[config.mk]
export PLATFORM = sky130hd
export DESIGN_NAME = clsn_mul
export DESIGN_NICKNAME = d
export VERILOG_FILES = /design/src/design/clsn_pkg.sv /design/src/design/clsn_mul.sv
export SDC_FILE = /design/constraint.sdc
export NUM_CORES = 2
export LEC_CHECK = 0
export ABC_AREA = 1
export BUFFER_PORTS_ARGS = -buffer_cell sky130_fd_sc_hd__buf_2
export CAP_MARGIN = 30
export CORE_MARGIN = 4
export CORE_UTILIZATION = 45
export CTS_CLUSTER_SIZE = 28
export DETAILED_ROUTE_END_ITERATION = 16
export GPL_TIMING_DRIVEN = 0
export PLACE_DENSITY = 0.6
export SLEW_MARGIN = 10
export SYNTH_ARGS = -nofsm -noshare
export SYNTH_HDL_FRONTEND = slang
export SYNTH_SLANG_ARGS = --single-unit
[constraint.sdc]
create_clock -name clock -period 12.15 [get_ports clock]
set_input_delay 3.0375 -clock clock [delete_from_list [all_inputs] [get_ports clock]]
set_output_delay 3.0375 -clock clock [all_outputs]
set_load 0.05 [all_outputs]
[src/design/clsn_pkg.sv]
`timescale 1ns / 1ps

package clsn_pkg;

   // Block defaults.
   localparam int CHANNELS_DEFAULT      = 2;
   localparam int DELAY_SAMPLES_DEFAULT = 250;

   // Field widths.
   localparam int CHANNEL_W = 4;
   localparam int LEVEL_W   = 17;
   localparam int WEIGHT_W  = 24;
   localparam int RATE_W    = 16;
   localparam int PTR_W     = 8;
   localparam int SLOT_W    = 8;

   // Configuration port.
   localparam int CSR_INDEX_W = 3;
   localparam int CSR_DATA_W  = 17;

   localparam logic [CSR_INDEX_W-1:0] REG_SPLIT_THRESHOLD = 3'd0;
   localparam logic [CSR_INDEX_W-1:0] REG_LEARN_RATE      = 3'd1;
   localparam logic [CSR_INDEX_W-1:0] REG_LEARNING_ENABLE = 3'd2;
   localparam logic [CSR_INDEX_W-1:0] REG_FILTER_GAIN     = 3'd3;
   localparam logic [CSR_INDEX_W-1:0] REG_PROLONG_GAIN    = 3'd4;

   localparam logic [LEVEL_W-1:0] SPLIT_THRESHOLD_RESET = 17'd58982;
   localparam logic [RATE_W-1:0]  LEARN_RATE_RESET      = 16'd4096;
   localparam logic [LEVEL_W-1:0] FILTER_GAIN_RESET     = 17'd6554;
   localparam logic [LEVEL_W-1:0] PROLONG_GAIN_RESET    = 17'd6554;

   localparam logic [LEVEL_W-1:0]  ONE_Q16   = 17'd65536;
   localparam logic [WEIGHT_W-1:0] HALF_Q16  = 24'd32768;
   localparam logic [WEIGHT_W-1:0] W_MAX     = 24'hFFFFFF;

   // Shared multiplier operand widths.
   localparam int MUL_A_W = 34;
   localparam int MUL_B_W = 26;
   localparam int PROD_W  = MUL_A_W + MUL_B_W;

   typedef enum logic [3:0] {
      ST_IDLE,
      ST_PRED,
      ST_REFL,
      ST_RATE,
      ST_RISE,
      ST_WUPD,
      ST_WMUL,
      ST_LRN,
      ST_PROL,
      ST_DLY,
      ST_OUT
   } state_type;

   typedef enum logic [2:0] {
      MUL_PRED,
      MUL_REFL,
      MUL_RATE,
      MUL_RISE,
      MUL_WEIGHT,
      MUL_PROL
   } mul_sel_type;

   typedef struct packed {
      logic        mul_en;
      mul_sel_type mul_sel;
      logic        upd_pred;
      logic        upd_newr;
      logic        upd_weight;
      logic        upd_learned;
      logic        write_back;
      logic        load_rsp;
   } ctrl_type;

   // Rounded first-order low-pass: (level << 16) + gain * (x - level) + half, >> 16.
   function automatic logic [24:0] lp_result(input logic [WEIGHT_W-1:0] level,
                                             input logic signed [PROD_W-1:0] prod);
      logic signed [47:0] acc;
      acc = $signed({8'd0, level, 16'd0}) + $signed(prod[47:0]) + $signed({24'd0, HALF_Q16});
      return acc[40:16];
   endfunction

endpackage

[src/design/clsn_mul.sv]
`timescale 1ns / 1ps

module clsn_mul (
   input  logic                                 clock,
   input  logic                                 en,
   input  logic signed [clsn_pkg::MUL_A_W-1:0]  a,
   input  logic signed [clsn_pkg::MUL_B_W-1:0]  b,
   output logic signed [clsn_pkg::PROD_W-1:0]   prod
);

   logic signed [clsn_pkg::PROD_W-1:0] prod_ff;
   logic signed [clsn_pkg::PROD_W-1:0] prod_in;

   assign prod_in = clsn_pkg::PROD_W'(a) * clsn_pkg::PROD_W'(b);

   always_ff @(posedge clock) begin
      if (en) begin
         prod_ff <= prod_in;
      end
   end

   assign prod = prod_ff;

endmodule

After elaboration in Yosys (flattened, before gate mapping) --
Cells that the tools add are included.
Word-level totals: register bits after elaboration 60, input port bits 62, output and inout port bits 60
Cells by class: multipliers 1
Operators by type and width (count):
- $mul 34x26->60 | 1

Depth between registers and ports, before layout --
word-level depth 1, mapped depth 31

Worst setup path after synthesis --
No wires, ideal clock.
path kind input -> register, start point input a[33] (netlist bit), end point register prod_ff (netlist bit prod[57]), data pin, library setup time 0.253 ns, arrival time 9.066 ns, required time 11.897 ns, setup slack 2.831 ns, stages 24, path buffers 2, path through clkbuf_1 > clkbuf_1 > nand2_1 > inv_1 > fa_1 > fa_1 > inv_1 > fa_1 > inv_1 > fa_1 > fa_1 > fa_1 > inv_1 > fa_1 > inv_1 > ha_1 > a21oi_1 > nor2_1 > o21ai_0 > nand2_1 > a21oi_1 > nand3_1 > nand2_1 > nand2_1
Between the ends: cells in the longest elaborated chain, start to end 1
Ends and longest elaborated chain:
- start: declaration | RTL line clsn_mul.sv:6 | input logic signed [clsn_pkg::MUL_A_W-1:0] a,
- $mul 34x26->60 | RTL line clsn_mul.sv:14 | assign prod_in = clsn_pkg::PROD_W'(a) * clsn_pkg::PROD_W'(b);
- named net prod_in, one bit | RTL line clsn_mul.sv:12 | logic signed [clsn_pkg::PROD_W-1:0] prod_in;
- end signal: assignment | RTL line clsn_mul.sv:18 | prod_ff <= prod_in;
- end: declaration | RTL line clsn_mul.sv:11 | logic signed [clsn_pkg::PROD_W-1:0] prod_ff;
The timed path passes the listed nets, and every way through them passes these cells. A chain may end at the register's enable or synchronous reset.

Final worst setup path --
start point input b[6] (netlist bit), end point register prod_ff (netlist bit prod[42]), data pin
Between the ends: cells in the longest elaborated chain, start to end 1
Ends and longest elaborated chain:
- start: declaration | RTL line clsn_mul.sv:7 | input logic signed [clsn_pkg::MUL_B_W-1:0] b,
- $mul 34x26->60 | RTL line clsn_mul.sv:14
- named net prod_in, one bit | RTL line clsn_mul.sv:12
The timed path passes the listed nets, and every way through them passes these cells.

==> summary.md <==
| Metric | Value |
|---|---|
| Initial antenna violation count | `7` |
| DP HPWL | `109 mm` |
| Clock root cell | `clkbuf_16` |
| Mux cell area share after synthesis | `0%` |
| Drt first pass iters | `5` |
| Reg area | `1800 um^2` |
| Net count, final | `5780` |
| Simple-gate share of the synthesized area | `between 10% and 20%` |
| Largest family of logic cells by synthesized area | `adder cells` |
| Global-route wire length before repair | `between 150 and 200 mm` |
| Rel. slew slack | `20.1%` |
| Filler cell count | `between 7000 and 8000` |
| Max Cap Viol | `0` |
| CTS hold repair buffers | `0` |
| Dpl cells | `5670` |
| Worst Setup End Kind | `flip-flop` |
| Setup bufs post-CTS | `0` |
| Synth Area in XOR/XNOR | `0.889%` |
| CTS tree | `yes` |
| Synth top cells by count | `1519 x inv_1, 1342 x nand2_1, 902 x fa_1` |
| Synthesized flop and latch total | `60` |
| Post-Synth Adder-Cell Area | `56.6%` |
| Gr usage total | `a little under a third` |
| Clock Pin Slew Worst Setup and Hold Paths | `50 ps` |
| Post-detailed-route via-to-cell ratio | `about 5.1` |
| CP required | `about 12000 ps` |
| Unrepaired setup endpoints after global routing | `false` |
| GP Congestion | `1.01` |
| Critical Path Source | `b[6]` |
| Num rows | `102` |
| Count of pins over their slew limit | `0` |
| Post-synth top area cell | `fa_1` |
| Sequential area share after synthesis | `5.08%` |
| Final Hold Fails | `0` |
| CTS max path bufs | `2` |
| Number of flip-flops in the largest register | `60` |
| Crit Path Category | `primary input to flip-flop` |
| DR WL/cell | `~22 um` |
| FFs w/ async S/R, synth | `0%` |
| Fin util | `48.4%` |
| Post-Route Setup TNS | `0 ps` |
| Fin crit share | `88.6%` |
| Syn. warnings | `0` |
| Startpoint Class | `primary input` |
| Number of flops mapped to enable cells by yosys | `60` |
| Syn_area_per_cell | `7.79 um^2` |
| Non-filler instance count after layout | `5707` |
| Initial Utilization | `45.6%` |
| Fmax | `just over 0.09 GHz` |
| Actual slew at the worst max-slew pin | `1200 ps` |
| DRC Markers | `0` |
| Cts repair resizes | `0` |
| Area contributors post-synth | `fa_1 51%, inv_1 16%, nand2_1 14%, ha_1 5.7%, edfxtp_1 5.1%` |
| Area growth syn-to-layout | `6.32%` |
| Status | `finished clean` |
| Syn Nets | `5681` |
| H-tree depth reported by CTS | `3` |
| Final Critical Period | `about 11000 ps` |
| I/O Pins | `122` |
| Post-synth top area share | `50.9%` |
| Complex-gate fraction of the synthesized area | `0.790%` |
| Vias in the first global route | `30764` |
| # setup viols final | `0` |
| GRT overflow | `0` |
| Ratio of cells with drive above 1 in the final layout | `3.86%` |
| Netlist cell types | `27` |
| Clk sinks | `60` |
| Pin count of the biggest net entering global routing | `38` |
| IO buf count | `62` |
| Area of the multi-input gates | `27200 um^2` |
| Cell Area, Synth | `about 35000 um^2` |
| Die W | `289 um` |
| Crit path max fanout | `11` |
| Mapped Cells | `around 4600` |
| Drt initial violations | `2935` |
| Final ANT Viol Nets | `0` |
| HP Class | `primary input to flip-flop` |
| Primary FF master, synth | `edfxtp_1` |
| Die span in y | `289 um` |
| Die footprint | `83400 um^2` |
| Vias | `about 29000` |
| Crit path DAT | `10820 ps` |
| Worst Setup EP | `prod[42]$_DFFE_PP_` |
| Most frequent cell after synthesis | `inv_1` |
| Total routed wirelength | `128 mm` |
| TritonCTS Buffers | `9` |
| Core Area | `77800 um^2` |
==> per-layer routing <==
metal	track usage, %	wire (um)	vias up
met5	0	34	-
met4	18.5	9230	6
met3	8.00	14100	393
met2	49.8	57200	1558
met1	40.2	47800	14463
li1	-	-	12611
==> cells by family (layout without fill, tap and decap cells) <==
kind of cell    count (synthesis)  count (layout)
compound gates                 53              53
xor+xnor                       36              36
fa+ha+maj                    1064            1064
buf+inv                      1729            1832
flops                          60              60
other cells                     0               9
simple gates                 1613            1613
==> how the worst min path moves through the flow <==
stage               slack, ps                  to  cells past startpoint          startpoint
floorplan                3150   prod[0]$_DFFE_PP_                      0                  en
global route             3250   prod[8]$_DFFE_PP_                      1                  en
finish                   3240   prod[8]$_DFFE_PP_                      1                  en
detailed placement       3570  prod[14]$_DFFE_PP_                      1                  en
global placement         3580            prod[30]                      1  prod[30]$_DFFE_PP_
CTS                      3230  prod[18]$_DFFE_PP_                      1                  en
==> worst max-delay path, stage by stage <==
cell,delay (ps)
clkbuf_1,810
clkbuf_1,830
nand2_1,200
fa_1,580
inv_1,50
fa_1,510
inv_1,60
fa_1,490
fa_1,520
inv_1,60
fa_1,440
fa_1,510
inv_1,50
fa_1,680
inv_1,100
ha_1,440
nand2_1,110
nand2_1,70
a21oi_1,200
inv_1,70
a21oi_1,300
nand2_1,250
nand3b_1,280
nand2_1,90
nand2_1,70
==> layout by cell type, fill, tap and decap left out, drive strengths merged <==
cell type	instances
a21oi	38
and2	3
and3b	3
buf	90
clkbuf	212
clkinv	4
clkinvlp	2
diode	9
edfxtp	60
fa	902
ha	162
inv	1524
nand2	1365
nand3	68
nand3b	4
nand4	19
nor2	136
nor3	8
nor4	3
o21ai	9
o21bai	6
or2	4
xnor2	6
xor2	30
==> metrics by stage <==
stage	setup WS (ps)	hold WS [ps]	area, um^2
after floorplan	2830	3150	35500
after global placement	1280	3580	37100
after detailed placement	1220	3570	37300
after CTS	1550	3230	37500
after global routing	1090	3250	37700
final	1390	3240	37700
==> area by class of cell <==
| cell class | instances | share of cell area (%) |
|---|---|---|
| multi-input cells | 2766 | 72.1 |
| inverters | 1524 | 15.2 |
| flip-flops and latches | 60 | 4.78 |
| well taps | 1040 | 3.45 |
| plain buffers | 205 | 2.04 |
| repair buffers | 88 | 1.75 |
| clock buffers | 9 | 0.597 |
| clock inverters | 6 | 0.0863 |
| diodes | 9 | 0.0597 |
Power is not shown: default switching activity piles up to over one toggle a cycle in this logic, so the estimate is an artifact.
